`config.mk`:
```
export PLATFORM = sky130hd
export DESIGN_NAME = dual_quadrature_input_reporter
export DESIGN_NICKNAME = d
export VERILOG_FILES = /design/src/rtl/core/dqir_pkg.sv /design/src/rtl/core/dqir_front.sv /design/src/rtl/core/dqir_fifo.sv /design/src/rtl/core/dqir_back.sv /design/src/rtl/core/dual_quadrature_input_reporter.sv
export SDC_FILE = /design/constraint.sdc
export NUM_CORES = 1
export LEC_CHECK = 0
export ABC_AREA = 0
export BUFFER_PORTS_ARGS = -buffer_cell sky130_fd_sc_hd__buf_2
export CORE_MARGIN = 1
export CORE_UTILIZATION = 40
export CTS_BUF_LIST = sky130_fd_sc_hd__clkbuf_4
export CTS_CLUSTER_SIZE = 20
export DETAILED_ROUTE_END_ITERATION = 16
export PLACE_DENSITY = 0.63
export REMOVE_ABC_BUFFERS = 1
export SYNTH_ARGS = -nofsm -noshare
export SYNTH_HDL_FRONTEND = slang
export SYNTH_SLANG_ARGS = --single-unit
```
`constraint.sdc`:
```
create_clock -name i_clk -period 10.4 [get_ports i_clk]
set_clock_uncertainty 0.15 [all_clocks]
set_input_delay 0 -clock i_clk [delete_from_list [all_inputs] [get_ports i_clk]]
set_output_delay 0 -clock i_clk [all_outputs]
set_load 0.02 [all_outputs]
```
`src/rtl/core/dqir_pkg.sv`:
```
// ----------------------------------------------------------------------------
// Dual quadrature input reporter: shared package
// Types, command codes and the encoder step table used by the core modules.
// ----------------------------------------------------------------------------
package dqir_pkg;

    localparam int unsigned QDEPTH = 2;
    localparam int unsigned QAW    = $clog2(QDEPTH);

    localparam logic [7:0] CMD_INIT_A = 8'h00;
    localparam logic [7:0] CMD_INIT_B = 8'h03;
    localparam logic [7:0] CMD_REPORT = 8'h13;
    localparam logic [7:0] CMD_INIT_C = 8'h16;
    localparam logic [7:0] CMD_INIT_D = 8'h20;
    localparam logic [7:0] CMD_INIT_E = 8'h30;

    localparam logic [7:0] NODE_REPLY_BIT = 8'h80;
    localparam logic [7:0] LEN_INIT       = 8'h01;
    localparam logic [7:0] LEN_REPORT     = 8'h10;
    localparam logic [7:0] REPORT_MARK    = 8'h80;

    localparam logic [4:0] LAST_PLAIN  = 5'd4;
    localparam logic [4:0] LAST_INIT   = 5'd5;
    localparam logic [4:0] LAST_REPORT = 5'd20;

    typedef enum logic [1:0] {
        CLS_PLAIN,
        CLS_INIT,
        CLS_REPORT
    } t_cls;

    typedef struct packed {
        logic [7:0] node_id;
        logic [7:0] msg_type;
        logic [7:0] command;
        logic [7:0] packet_id;
        t_cls       cls;
        logic [9:0] left_cnt;
        logic [9:0] right_cnt;
        logic       test_flag;
        logic       service_flag;
        logic [6:0] key_bits;
    } t_req;

    function automatic logic [15:0] enc_delta(input logic [3:0] idx);
        logic [15:0] d;
        case (idx)
            4'd1, 4'd7, 4'd8, 4'd14:  d = 16'h0001;
            4'd2, 4'd4, 4'd11, 4'd13: d = 16'hFFFF;
            4'd3, 4'd12:              d = 16'h0002;
            4'd6, 4'd9:               d = 16'hFFFE;
            default:                  d = 16'h0000;
        endcase
        return d;
    endfunction

    function automatic logic [4:0] last_index(input t_cls cls);
        logic [4:0] l;
        case (cls)
            CLS_INIT:   l = LAST_INIT;
            CLS_REPORT: l = LAST_REPORT;
            default:    l = LAST_PLAIN;
        endcase
        return l;
    endfunction

endpackage

```
`src/rtl/core/dqir_front.sv`:
```
// ----------------------------------------------------------------------------
// Dual quadrature input reporter: front end
// Accepts items, applies pin ticks to the input state and queues requests.
// ----------------------------------------------------------------------------
module dqir_front (
    input  logic          i_clk,
    input  logic          i_rst_n,
    input  logic          i_in_valid,
    output logic          o_in_stall,
    input  logic          i_mode,
    input  logic [6:0]    i_key_pins,
    input  logic          i_test_pin,
    input  logic          i_service_pin,
    input  logic [1:0]    i_right_enc_pins,
    input  logic [1:0]    i_left_enc_pins,
    input  logic [7:0]    i_node_id,
    input  logic [7:0]    i_msg_type,
    input  logic [7:0]    i_command,
    input  logic [7:0]    i_packet_id,
    input  logic          i_q_full,
    output logic          o_push,
    output dqir_pkg::t_req o_push_data
);
    import dqir_pkg::*;

    logic [6:0]  r_key_bits;
    logic        r_test;
    logic        r_service;
    logic [1:0]  r_rprev;
    logic [1:0]  r_lprev;
    logic [15:0] r_rcount;
    logic [15:0] r_lcount;
    logic        w_accept;
    logic        w_tick;
    t_cls        w_cls;

    assign o_in_stall = i_mode && i_q_full;
    assign w_accept   = i_in_valid && !o_in_stall;
    assign w_tick     = w_accept && !i_mode;
    assign o_push     = w_accept && i_mode;

    always_comb begin
        case (i_command)
            CMD_INIT_A, CMD_INIT_B, CMD_INIT_C, CMD_INIT_D, CMD_INIT_E: w_cls = CLS_INIT;
            CMD_REPORT: w_cls = CLS_REPORT;
            default:    w_cls = CLS_PLAIN;
        endcase
    end

    always_comb begin
        o_push_data.node_id      = i_node_id;
        o_push_data.msg_type     = i_msg_type;
        o_push_data.command      = i_command;
        o_push_data.packet_id    = i_packet_id;
        o_push_data.cls          = w_cls;
        o_push_data.left_cnt     = r_lcount[9:0];
        o_push_data.right_cnt    = r_rcount[9:0];
        o_push_data.test_flag    = r_test;
        o_push_data.service_flag = r_service;
        o_push_data.key_bits     = r_key_bits;
    end

    always_ff @(posedge i_clk) begin
        if (!i_rst_n) begin
            r_key_bits <= '0;
            r_test     <= 1'b0;
            r_service  <= 1'b0;
            r_rprev    <= '0;
            r_lprev    <= '0;
            r_rcount   <= '0;
            r_lcount   <= '0;
        end else if (w_tick) begin
            r_key_bits <= ~i_key_pins;
            r_test     <= ~i_test_pin;
            r_service  <= ~i_service_pin;
            r_rprev    <= i_right_enc_pins;
            r_lprev    <= i_left_enc_pins;
            r_rcount   <= r_rcount + enc_delta({i_right_enc_pins, r_rprev});
            r_lcount   <= r_lcount + enc_delta({i_left_enc_pins, r_lprev});
        end
    end

endmodule

```
`src/rtl/core/dqir_fifo.sv`:
```
// ----------------------------------------------------------------------------
// Dual quadrature input reporter: request queue
// Short first-in first-out queue of request snapshots between front and back.
// ----------------------------------------------------------------------------
module dqir_fifo (
    input  logic           i_clk,
    input  logic           i_rst_n,
    input  logic           i_push,
    input  dqir_pkg::t_req i_push_data,
    input  logic           i_pop,
    output logic           o_full,
    output logic           o_empty,
    output dqir_pkg::t_req o_head
);
    import dqir_pkg::*;

    t_req             r_mem [QDEPTH];
    logic [QAW-1:0]   r_wptr;
    logic [QAW-1:0]   r_rptr;
    logic [QAW:0]     r_count;
    logic             w_push;
    logic             w_pop;

    assign o_full  = (r_count == (QAW+1)'(QDEPTH));
    assign o_empty = (r_count == '0);
    assign o_head  = r_mem[r_rptr];
    assign w_push  = i_push && !o_full;
    assign w_pop   = i_pop && !o_empty;

    always_ff @(posedge i_clk) begin
        if (!i_rst_n) begin
            r_wptr  <= '0;
            r_rptr  <= '0;
            r_count <= '0;
        end else begin
            if (w_push) begin
                r_wptr <= (r_wptr == QAW'(QDEPTH - 1)) ? '0 : r_wptr + 1'b1;
            end
            if (w_pop) begin
                r_rptr <= (r_rptr == QAW'(QDEPTH - 1)) ? '0 : r_rptr + 1'b1;
            end
            if (w_push && !w_pop) begin
                r_count <= r_count + 1'b1;
            end else if (w_pop && !w_push) begin
                r_count <= r_count - 1'b1;
            end
        end
    end

    always_ff @(posedge i_clk) begin
        if (w_push) begin
            r_mem[r_wptr] <= i_push_data;
        end
    end

endmodule

```
`src/rtl/core/dqir_back.sv`:
```
// ----------------------------------------------------------------------------
// Dual quadrature input reporter: back end
// Holds the gain register, scales the counts and sends each reply byte by byte.
// ----------------------------------------------------------------------------
module dqir_back (
    input  logic           i_clk,
    input  logic           i_rst_n,
    input  logic           i_cfg_wr_en,
    input  logic [15:0]    i_cfg_wr_data,
    input  logic           i_q_empty,
    input  dqir_pkg::t_req i_head,
    output logic           o_pop,
    output logic           o_out_valid,
    input  logic           i_out_stall,
    output logic [7:0]     o_out_byte,
    output logic [4:0]     o_byte_index,
    output logic           o_last
);
    import dqir_pkg::*;

    logic [15:0] r_gain;
    logic        r_busy;
    logic [4:0]  r_idx;
    t_req        r_cur;
    logic [9:0]  r_lv;
    logic [9:0]  r_rv;
    logic        r_ovalid;
    logic [7:0]  r_obyte;
    logic [4:0]  r_oidx;
    logic        r_olast;
    logic        n_busy;
    logic        n_ovalid;
    logic [19:0] w_lprod;
    logic [19:0] w_rprod;
    logic        w_adv;
    logic        w_emit;
    logic        w_is_last;
    logic        w_load;
    logic        w_rep;
    logic [7:0]  w_byte;

    assign w_lprod   = i_head.left_cnt * r_gain[9:0];
    assign w_rprod   = i_head.right_cnt * r_gain[9:0];
    assign w_adv     = !r_ovalid || !i_out_stall;
    assign w_emit    = r_busy && w_adv;
    assign w_is_last = (r_idx == last_index(r_cur.cls));
    assign w_load    = !i_q_empty && (!r_busy || (w_emit && w_is_last));
    assign o_pop     = w_load;
    assign w_rep     = (r_cur.cls == CLS_REPORT);

    always_comb begin
        case (r_idx)
            5'd0: w_byte = r_cur.node_id | NODE_REPLY_BIT;
            5'd1: w_byte = r_cur.msg_type;
            5'd2: w_byte = r_cur.command;
            5'd3: w_byte = r_cur.packet_id;
            5'd4: begin
                case (r_cur.cls)
                    CLS_INIT:   w_byte = LEN_INIT;
                    CLS_REPORT: w_byte = LEN_REPORT;
                    default:    w_byte = 8'h00;
                endcase
            end
            5'd5:  w_byte = w_rep ? r_lv[9:2] : 8'h00;
            5'd6:  w_byte = w_rep ? {r_lv[1:0], r_cur.test_flag, r_cur.service_flag, 4'h0}
                                  : 8'h00;
            5'd7:  w_byte = w_rep ? r_rv[9:2] : 8'h00;
            5'd8:  w_byte = w_rep ? {r_rv[1:0], 6'h00} : 8'h00;
            5'd14: w_byte = w_rep ? {4'h0, r_cur.key_bits[6:3]} : 8'h00;
            5'd16: w_byte = w_rep ? {r_cur.key_bits[4:0], 3'h0} : 8'h00;
            5'd17, 5'd18: w_byte = w_rep ? REPORT_MARK : 8'h00;
            default: w_byte = 8'h00;
        endcase
    end

    always_comb begin
        n_busy   = r_busy;
        n_ovalid = r_ovalid;
        if (w_adv) begin
            n_ovalid = w_emit;
        end
        if (w_load) begin
            n_busy = 1'b1;
        end else if (w_emit && w_is_last) begin
            n_busy = 1'b0;
        end
    end

    always_ff @(posedge i_clk) begin
        if (!i_rst_n) begin
            r_gain   <= 16'h0001;
            r_busy   <= 1'b0;
            r_ovalid <= 1'b0;
        end else begin
            if (i_cfg_wr_en) begin
                r_gain <= i_cfg_wr_data;
            end
            r_busy   <= n_busy;
            r_ovalid <= n_ovalid;
        end
    end

    always_ff @(posedge i_clk) begin
        if (w_load) begin
            r_cur <= i_head;
            r_lv  <= w_lprod[9:0];
            r_rv  <= w_rprod[9:0];
            r_idx <= '0;
        end else if (w_emit) begin
            r_idx <= r_idx + 1'b1;
        end
        if (w_emit) begin
            r_obyte <= w_byte;
            r_oidx  <= r_idx;
            r_olast <= w_is_last;
        end
    end

    assign o_out_valid  = r_ovalid;
    assign o_out_byte   = r_obyte;
    assign o_byte_index = r_oidx;
    assign o_last       = r_olast;

endmodule

```
`src/rtl/core/dual_quadrature_input_reporter.sv`:
```
// ----------------------------------------------------------------------------
// Dual quadrature input reporter: top level
// Pin ticks update key, button and encoder state; host requests get a reply.
// ----------------------------------------------------------------------------
//  Channel   Direction  Handshake                Payload
//  input     in         i_in_valid / o_in_stall  mode, pins, request bytes
//  output    out        o_out_valid / i_out_stall out_byte, byte_index, last
//  config    in         i_cfg_wr_en              i_cfg_wr_data (volume gain)
//
// A pin tick is taken every cycle and completes in that cycle.
// A request is taken into a two-entry queue; its reply follows at one byte
// per cycle while not stalled (5, 6 or 21 bytes), set by the single byte
// serialiser. The first byte passes the queue, request and output registers.
// Requests stall only while the queue is full; ticks are never stalled.
// Reset is synchronous and active low; the gain resets to one.
module dual_quadrature_input_reporter (
    input  logic        i_clk,
    input  logic        i_rst_n,
    input  logic        i_cfg_wr_en,
    input  logic [15:0] i_cfg_wr_data,
    input  logic        i_in_valid,
    output logic        o_in_stall,
    input  logic        i_mode,
    input  logic [6:0]  i_key_pins,
    input  logic        i_test_pin,
    input  logic        i_service_pin,
    input  logic [1:0]  i_right_enc_pins,
    input  logic [1:0]  i_left_enc_pins,
    input  logic [7:0]  i_node_id,
    input  logic [7:0]  i_msg_type,
    input  logic [7:0]  i_command,
    input  logic [7:0]  i_packet_id,
    output logic        o_out_valid,
    input  logic        i_out_stall,
    output logic [7:0]  o_out_byte,
    output logic [4:0]  o_byte_index,
    output logic        o_last
);
    import dqir_pkg::*;

    logic w_push;
    t_req w_push_data;
    logic w_pop;
    logic w_full;
    logic w_empty;
    t_req w_head;

    dqir_front u_front (
        .i_clk            (i_clk),
        .i_rst_n          (i_rst_n),
        .i_in_valid       (i_in_valid),
        .o_in_stall       (o_in_stall),
        .i_mode           (i_mode),
        .i_key_pins       (i_key_pins),
        .i_test_pin       (i_test_pin),
        .i_service_pin    (i_service_pin),
        .i_right_enc_pins (i_right_enc_pins),
        .i_left_enc_pins  (i_left_enc_pins),
        .i_node_id        (i_node_id),
        .i_msg_type       (i_msg_type),
        .i_command        (i_command),
        .i_packet_id      (i_packet_id),
        .i_q_full         (w_full),
        .o_push           (w_push),
        .o_push_data      (w_push_data)
    );

    dqir_fifo u_fifo (
        .i_clk       (i_clk),
        .i_rst_n     (i_rst_n),
        .i_push      (w_push),
        .i_push_data (w_push_data),
        .i_pop       (w_pop),
        .o_full      (w_full),
        .o_empty     (w_empty),
        .o_head      (w_head)
    );

    dqir_back u_back (
        .i_clk         (i_clk),
        .i_rst_n       (i_rst_n),
        .i_cfg_wr_en   (i_cfg_wr_en),
        .i_cfg_wr_data (i_cfg_wr_data),
        .i_q_empty     (w_empty),
        .i_head        (w_head),
        .o_pop         (w_pop),
        .o_out_valid   (o_out_valid),
        .i_out_stall   (i_out_stall),
        .o_out_byte    (o_out_byte),
        .o_byte_index  (o_byte_index),
        .o_last        (o_last)
    );

endmodule

```
==> impl_results.rst, run 1 <==
.. list-table::
   :header-rows: 1

   * - Metric
     - Value
   * - Number of cell instances on the worst register-to-register path
     - 14
   * - First-pass GRT wire length
     - 45800 um
   * - Fraction of synthesized cell area in xor and xnor cells
     - 0.0468
   * - H-tree Lvls
     - 3
   * - IO Port Bufs
     - 75
   * - Depth of the worst hold-timing path
     - 4
   * - Share of final-layout standard cells stronger than drive strength 1
     - 0.188
   * - Row cnt
     - 66
   * - Source-to-sink clock delay at the later pin of the worst-skew pair
     - 670 ps
   * - Wire per inst
     - 15.5 um
   * - Outcome
     - finished clean
   * - Post-synthesis area per instance
     - 12.7 sq um
   * - Setup repair after global routing missed its margin
     - false
   * - Peak supply drop
     - 0.131 mV
   * - Fraction of the mapped netlist area in compound gates
     - 0.0815
   * - Async SR Flop Fraction
     - 0
   * - Element type at the critical path start
     - register
   * - Number of clock buffers inserted by TritonCTS
     - 68
   * - Post-DRT Antenna Nets
     - 0
   * - Mux cell area share after synthesis
     - 0.0664
   * - Vias in the first global route
     - 9230
   * - Total track usage
     - 0.173
   * - Arithmetic-cell share of the synthesized area counting full adders, half adders and majority gates
     - 0.143
   * - Number of standard cells after synthesis
     - 1042
   * - Clock Pin Slew Worst Setup and Hold Paths
     - 60 ps
   * - Slowest-stage cell, CP
     - dfxtp_2
   * - Starting utilization of the core area
     - 0.406
   * - Max Slew Vio Count
     - 0
   * - Resized Gates After CTS
     - 0
   * - Final clock period utilization by the worst path
     - 0.581
   * - Ports placed on the boundary
     - 83
   * - Maximum net fanout on the critical path
     - 32
   * - Path category of the worst min-delay check
     - in2reg
   * - Main synth FF type
     - edfxtp_1
   * - Worst Path Arrival
     - 6280 ps
   * - Kind of critical path
     - reg2reg
   * - CORE AREA
     - 32500 sq um
   * - Number of synthesized flops with an enable pin
     - 200
   * - Critical path, cell by cell
     - buf_4, mux2i_2, nor2b_1, fa_1, fa_1, ha_1, fa_1, inv_1, fa_1, inv_1, ha_1, or3_1, a31oi_1, xnor2_1
   * - Fmax
     - 0.166 GHz
   * - TritonCTS clock tree
     - built
   * - Detailed placer's ending HPWL
     - 17100 um
   * - Element type at the critical path end
     - register
   * - Number of distinct library cell variants in the gate-level netlist after synthesis
     - 51
   * - Filler instances
     - 2872
   * - Max-capacitance violation count
     - 0
   * - RD Place Congestion
     - 0.814
   * - Leak
     - 0.00679 uW
   * - Violation count after the first detailed-routing iteration
     - 470
   * - Synthesized area
     - 13200 sq um
   * - Width of the chip
     - 184 um
   * - Sum Neg Setup Slack
     - 0 ps
   * - Data required, critical path
     - 10640 ps
   * - Total of endpoints with negative setup slack in the final report
     - 0
   * - Initial antenna violation count
     - 1
   * - Minimum clock period after layout
     - 6040 ps
   * - NumNets Final
     - 1508
   * - Number of placed cells counting well taps
     - 1526
   * - Flip-flop and latch count after synthesis
     - 255
   * - P per Cell Area
     - 201 nW/um^2
   * - Maximum clock path buffer count
     - 3
   * - Worst slew margin relative to its limit
     - 0.380
   * - Number of detailed-routing iterations run before antenna repair
     - 6
   * - Pin count of the biggest net entering global routing
     - 69
   * - Worst slew pin tran
     - 930 ps
   * - Die ar.
     - 33800 sq um
   * - Number of setup buffers added after CTS
     - 0
   * - Y dimension of the die
     - 184 um
   * - Fraction of the mapped netlist area in simple logic gates
     - 0.0897
   * - Residual DRC
     - 0
   * - Maximum single-stage delay on the critical path
     - 840 ps
   * - Final Instance Count excl. Fillers
     - 1814
   * - Combinational family with the most area after synthesis
     - adder cells
   * - Cell mode on critical path
     - fa_1
   * - Sum of overflow across all layers after global routing
     - 0
   * - Final number of hold-violating endpoints
     - 0
   * - Fraction of the yosys area taken by sequential cells
     - 0.538
   * - Clock Tree Root
     - clkbuf_4
   * - Via/cell ratio
     - 4.90
   * - Setup slack, reg-to-reg
     - 4360 ps
   * - Post-detailed-routing wire length
     - 28100 um
   * - Detailed-route via count
     - 8883
   * - TritonCTS Sinks
     - 255
   * - Warnings, synthesis
     - 0
   * - Hold bufs inserted after CTS
     - 164
   * - P&R area growth vs syn
     - 25.4%
-- final cells by class --
class,count,area (sq um),share of cell area
flip-flops and latches,255,7110,0.429
multi-input cells,671,5670,0.342
repair buffers,245,2060,0.124
clock buffers,96,721,0.0435
well taps,442,553,0.0334
inverters,77,289,0.0174
clock inverters,27,178,0.0107
diodes,1,2.50,0.000151
-- power breakdown --
| group | internal (uW) | switching (uW) |
|---|---|---|
| clock | 483 | 417 |
| sequential | 1370 | 104 |
| combinational | 418 | 545 |
| total | 2270 | 1070 |
-- placed cells by master, fill, tap and decap left out, drive strengths merged, types with 21 or more instances in the layout --
cell type    count
inv             80
mux2            62
a21oi           35
buf             81
clkinv          21
nand2          123
o21ai           25
clkbuf          96
and2            39
fa              46
nor2            26
xnor2           48
ha              77
dfxtp           55
nor2b           22
edfxtp         200
dlygate4sd3    164
-- critical path, delay by kind of cell (launching register included) --
kind / cells / cell delay (ps)
flops: 1 / 840
fa+ha+maj: 6 / 2590
simple gates: 2 / 530
xor+xnor: 1 / 110
mux: 1 / 640
buf+inv: 3 / 650
compound gates: 1 / 220
-- kinds of logic (layout without fill, tap and decap cells) --
kind of cell | Yosys count | in the layout
buffers and inverters | 116 | 445
AO/OA/AOI/OAI | 156 | 156
XOR/XNOR | 66 | 66
other | 0 | 1
multiplexers | 77 | 77
adder cells (fa/ha/maj) | 123 | 123
flip-flops | 255 | 255
AND/OR/NAND/NOR | 249 | 249
-- worst paths after layout --
kind                         start                  end
max                       register       u_back.r_rv[9]
min                   i_command[4]  u_fifo.r_mem[0][30]
max reg2reg               register       u_back.r_rv[9]
min reg2reg  u_front.r_key_bits[2]   u_fifo.r_mem[1][2]
-- per-layer routing --
metal,GRT usage,vias to the layer above,routed length [um]
li1,-,4305,-
met1,0.217,4299,12200
met2,0.295,231,13900
met3,0.0366,48,1440
met4,0.0647,0,527
met5,0,-,0
-- metrics by stage --
stage / hold WS [ps] / power, uW / worst slack, ps / util / instance area, sq um
3_3_place_gp: 37.6 / 2380 / 4360 / 0.431 / 14000
6_report: 189 / 3330 / 4360 / 0.510 / 16600
3_5_place_dp: 42.4 / 2410 / 4350 / 0.431 / 14000
5_1_grt: 134 / 3540 / 4000 / 0.510 / 16600
2_1_floorplan: -88.1 / 2130 / 4170 / - / 13000
4_1_cts: 102 / 3370 / 4300 / 0.510 / 16600
-- registers in the layout, summed over array words and instances (netlist names), 7 cells and up, named ones only --
signal,flops
u_back.r_cur,42
u_back.r_lv,10
u_back.r_rv,10
u_fifo.r_mem,124
u_front.r_rcount,10
u_front.r_key_bits,7
u_back.o_out_byte,8
u_back.r_gain,10
u_front.r_lcount,10
-- cell usage after synthesis, types with 3 or more instances --
| cell | instances | area [sq um] |
|---|---|---|
| edfxtp_1 | 200 | 6010 |
| nand2_1 | 122 | 458 |
| ha_1 | 77 | 963 |
| inv_1 | 77 | 289 |
| dfxtp_1 | 55 | 1100 |
| mux2_2 | 55 | 619 |
| xnor2_1 | 48 | 420 |
| fa_1 | 46 | 921 |
| and2_1 | 39 | 244 |
| a21oi_1 | 35 | 175 |
| clkbuf_1 | 32 | 120 |
| nor2_1 | 26 | 97.6 |
| o21ai_0 | 25 | 125 |
| nor2b_1 | 22 | 138 |
| xor2_1 | 15 | 131 |
| mux2i_1 | 14 | 140 |
| a21boi_0 | 13 | 97.6 |
| o211a_1 | 13 | 130 |
| a21o_1 | 10 | 75.1 |
| a22o_1 | 9 | 78.8 |
| a31oi_1 | 9 | 56.3 |
| nand2b_1 | 8 | 50.1 |
| a221oi_1 | 7 | 61.3 |
| mux2_4 | 7 | 105 |
| or3_1 | 7 | 43.8 |
| and3_1 | 6 | 37.5 |
| o21bai_1 | 6 | 45.0 |
| o22ai_1 | 6 | 37.5 |
| o21a_1 | 5 | 37.5 |
| a222oi_1 | 4 | 40.0 |
| a22oi_1 | 4 | 30.0 |
| nand4_1 | 4 | 25.0 |
| nor3_1 | 4 | 20.0 |
| a2111oi_0 | 3 | 26.3 |
| nand3_1 | 3 | 15.0 |
| xnor3_1 | 3 | 67.6 |
Note: power is estimated with default switching activity, not from simulation.
==> run 2: changes to the inputs <==
Settings changed: ABC_AREA 0 to 1.
Clock period 10.4 ns to 5.84 ns, I/O delays scaled along.
==> run 2 against run 1 <==
  * Worst hold slack lost 130 ps
  * Sequential share of layout area about the same
  * Sequential cell count is the same
  * Synthesized cell count grew 34%
  * Combinational power rose by 130%
  * Critical path type unchanged
  * Synthesized area increased by 2.4%
  * Non-clock buffer count down 30
  * Critical path depth rose by 11
  * Utilization shrank 1.4 points
  * Setup slack got worse by 3800 ps
  * First-iteration DRC count rose by 30%
  * Maximum frequency rose by 14%
==> impl_results.rst, run 2 <==
.. list-table::
   :header-rows: 1

   * - Metric
     - Value
   * - Max-capacitance violation count
     - 0 (unchanged)
   * - Most common cell after layout, fill and taps aside
     - nand2_1 (was edfxtp_1)
   * - Number of standard cells after synthesis
     - 1392 (was 1042)
   * - Max Slew Vio Count
     - 0 (unchanged)
   * - TritonCTS clock tree
     - built (unchanged)
   * - Post-synthesis area per instance
     - 9.73 sq um (was 12.7 sq um)
   * - Maximum net fanout on the critical path
     - 24 (was 32)
   * - Number of clock buffers inserted by TritonCTS
     - 69 (was 68)
   * - Post-detailed-routing wire length
     - 30100 um (was 28100 um)
   * - Number of detailed-routing iterations run before antenna repair
     - 5 (was 6)
   * - Detailed placer's ending HPWL
     - 19900 um (was 17100 um)
   * - Number of distinct library cell variants in the gate-level netlist after synthesis
     - 44 (was 51)
   * - Fraction of the yosys area taken by sequential cells
     - 0.525 (was 0.538)
   * - Maximum clock path buffer count
     - 3 (unchanged)
   * - Synthesized area
     - 13500 sq um (was 13200 sq um)
   * - Worst slew pin tran
     - 1200 ps (was 930 ps)
   * - P&R area growth vs syn
     - 22.5% (was 25.4%)
   * - Peak supply drop
     - 0.189 mV (was 0.131 mV)
   * - Overall Power
     - 6460 uW (was 3330 uW)
   * - Flip-flop and latch count after synthesis
     - 255 (unchanged)
   * - Number of setup buffers added after CTS
     - 0 (unchanged)
   * - Number of synthesized flops with an enable pin
     - 200 (unchanged)
   * - Final number of hold-violating endpoints
     - 0 (unchanged)
   * - Minimum clock period after layout
     - 5280 ps (was 6040 ps)
   * - Fmax
     - 0.189 GHz (was 0.166 GHz)
   * - Warnings, synthesis
     - 0 (unchanged)
   * - Kind of critical path
     - reg2reg (unchanged)
   * - Element type at the critical path end
     - register (unchanged)
   * - Source-to-sink clock delay at the later pin of the worst-skew pair
     - 700 ps (was 670 ps)
   * - Leak
     - 0.00746 uW (was 0.00679 uW)
   * - Worst slew margin relative to its limit
     - 0.195 (was 0.380)
   * - Resized Gates After CTS
     - 0 (unchanged)
   * - Initial antenna violation count
     - 2 (was 1)
   * - Detailed-route via count
     - 10300 (was 8883)
   * - Die ar.
     - 34600 sq um (was 33800 sq um)
   * - Cell type with the highest aggregate area in the netlist
     - edfxtp_1 (unchanged)
   * - Most flop-heavy register
     - u_fifo.r_mem (unchanged)
   * - P per Cell Area
     - 389 nW/um^2 (was 201 nW/um^2)
   * - Async SR Flop Fraction
     - 0 (unchanged)
   * - Share of final-layout standard cells stronger than drive strength 1
     - 0.132 (was 0.188)
   * - Hold bufs inserted after CTS
     - 132 (was 164)
   * - Number of placed cells counting well taps
     - 1885 (was 1526)
   * - Depth of the worst hold-timing path
     - 4 (unchanged)
   * - Setup repair after global routing missed its margin
     - false (unchanged)
   * - Library cell with the highest instance count after synthesis
     - nand2_1 (was edfxtp_1)
   * - Main synth FF type
     - edfxtp_1 (unchanged)
   * - Biggest regs
     - u_fifo.r_mem (124), u_back.r_cur (42) (unchanged)
   * - Wire per inst
     - 14.1 um (was 15.5 um)
   * - Filler instances
     - 3018 (was 2872)
   * - Setup slack, reg-to-reg
     - 560 ps (was 4360 ps)
   * - Final Instance Count excl. Fillers
     - 2142 (was 1814)
   * - Hold wc startpoint
     - i_out_stall (was i_command[4])
   * - Total of endpoints with negative setup slack in the final report
     - 0 (unchanged)
   * - Sum of overflow across all layers after global routing
     - 0 (unchanged)
   * - CORE AREA
     - 33400 sq um (was 32500 sq um)
   * - Worst flop-to-flop path endpoint
     - u_back.r_rv[9] (unchanged)
   * - Total track usage
     - 0.183 (was 0.173)
   * - Vias in the first global route
     - 10300 (was 9230)
   * - Area share of the largest cell type after synthesis
     - 0.444 (was 0.454)
   * - TritonCTS Sinks
     - 255 (unchanged)
   * - Outcome
     - finished clean (unchanged)
   * - Clock Pin Slew Worst Setup and Hold Paths
     - 60 ps (about the same)
   * - Violation count after the first detailed-routing iteration
     - 612 (was 470)
   * - Worst Path Arrival
     - 5580 ps (was 6280 ps)
   * - Via/cell ratio
     - 4.82 (was 4.90)
   * - Post-DRT Antenna Nets
     - 0 (unchanged)
   * - Pin count of the biggest net entering global routing
     - 49 (was 69)
   * - Width of the chip
     - 186 um (was 184 um)
   * - RD Place Congestion
     - 0.882 (was 0.814)
   * - Residual DRC
     - 0 (unchanged)
   * - NumNets Final
     - 1830 (was 1508)
   * - Element type at the critical path start
     - register (unchanged)
   * - Ranking of synthesized cells by instance count
     - 358 x nand2_1, 200 x edfxtp_1, 183 x inv_1, 117 x nor2_1, 77 x ha_1 (was 200 x edfxtp_1, 122 x nand2_1, 77 x ha_1, 77 x inv_1)
   * - Most frequent cells in the layout
     - 358 x nand2_1, 200 x edfxtp_1, 182 x inv_1 (was 200 x edfxtp_1, 164 x dlygate4sd3_1, 122 x nand2_1)
   * - H-tree Lvls
     - 3 (unchanged)
   * - Data required, critical path
     - 6140 ps (was 10640 ps)
   * - Number of cell instances on the worst register-to-register path
     - 25 (was 14)
   * - IO Port Bufs
     - 75 (unchanged)
   * - Row cnt
     - 67 (was 66)
   * - Dominant cells by area after synthesis
     - edfxtp_1 44%, nand2_1 9.9%, dfxtp_1 8.1%, ha_1 7.1%, fa_1 6.8% (was edfxtp_1 45%, dfxtp_1 8.3%, ha_1 7.3%, fa_1 7.0%, mux2_2 4.7%)
   * - Clock Tree Root
     - clkbuf_4 (unchanged)
   * - Starting utilization of the core area
     - 0.405 (was 0.406)
   * - Worst Hold Path EP
     - u_back.o_out_valid (was u_fifo.r_mem[0][30])
   * - Path category of the worst min-delay check
     - in2reg (unchanged)
   * - First-pass GRT wire length
     - 49600 um (was 45800 um)
   * - Y dimension of the die
     - 186 um (was 184 um)
   * - Flip-flop count of the largest register after layout
     - 124 (unchanged)
   * - Final clock period utilization by the worst path
     - 0.904 (was 0.581)
   * - Ports placed on the boundary
     - 83 (unchanged)
==> run 2: cell types whose count changed in the layout (fill, tap and decap cells not counted), sizes merged, moves of 39 or more <==
cell / change
nand2: +240
inv: +109
nor2: +92
nand3: +70
mux2: -62
o21ai: +44
and2: -39
==> run 2: logic make-up after synthesis <==
logic type,share of synthesized area
compound gates,0.0721
xor+xnor,0.0252
fa+ha+maj,0.139
buf+inv,0.0660
flops,0.525
simple gates,0.173
==> run 2: stage by stage <==
step	hold slack (ps)	setup slack, ps	TNS (ps)	util	instance area [sq um]
6_report	62.1	562	0	0.496	16600
5_1_grt	40.3	176	0	0.496	16600
4_1_cts	0.825	542	0	0.496	16600
3_5_place_dp	28.7	536	0	0.430	14400
3_3_place_gp	26.2	559	0	0.430	14400
2_1_floorplan	-60.6	-335	-1130	-	13400
==> run 2: power breakdown <==
group,internal [uW],total [uW],switching [uW],leakage [uW]
clock,854,1600,742,0.000533
sequential,2500,2680,179,0.00233
combinational,783,2180,1400,0.00460
total,4140,6460,2320,0.00746
==> run 2: how the worst max path moves through the flow <==
stage | from | slack, ps | end
after floorplan | register | -340 | u_back.r_rv[8]
after global placement | register | 560 | u_back.r_lv[9]
after detailed placement | register | 540 | u_back.r_lv[9]
after CTS | register | 540 | u_back.r_lv[9]
after global routing | register | 180 | u_back.r_rv[9]
final | register | 560 | u_back.r_rv[9]
==> run 2: critical path, cell delays in order (launching register included) <==
cell and delay [ps]:
dfxtp_2 640, o21ai_1 260, inv_1 160, nand2_1 90
fa_1 570, inv_1 60, fa_1 510, inv_1 50
fa_1 480, inv_1 60, fa_1 530, inv_1 50
fa_1 450, nand3b_1 210, nand2_1 110, nand2_1 80
nand2_1 70, nand2_1 60, nand2_1 90, inv_1 40
nand2_1 60, nand2_1 50, nand2_1 70, nand2_1 50
nand2_1 50, nand2_1 40
==> run 2: final cells by class <==
type                    count  area (sq um)  area share
diodes                      3          7.51    0.000453
clock buffers             110           826      0.0498
clock inverters            12          58.8     0.00355
inverters                 189           712      0.0429
multi-input cells         910          5560       0.335
flip-flops and latches    255          7110       0.429
well taps                 448           561      0.0338
repair buffers            215          1760       0.106
==> run 2: layer usage <==
layer | share of wire | wire (um) | up-vias | track usage
li1 | - | - | 5137 | -
met1 | 0.45 | 13500 | 4853 | 0.233
met2 | 0.47 | 14200 | 263 | 0.301
met3 | 0.053 | 1590 | 75 | 0.0391
met4 | 0.027 | 815 | 0 | 0.0797
met5 | 0 | 0 | - | 0
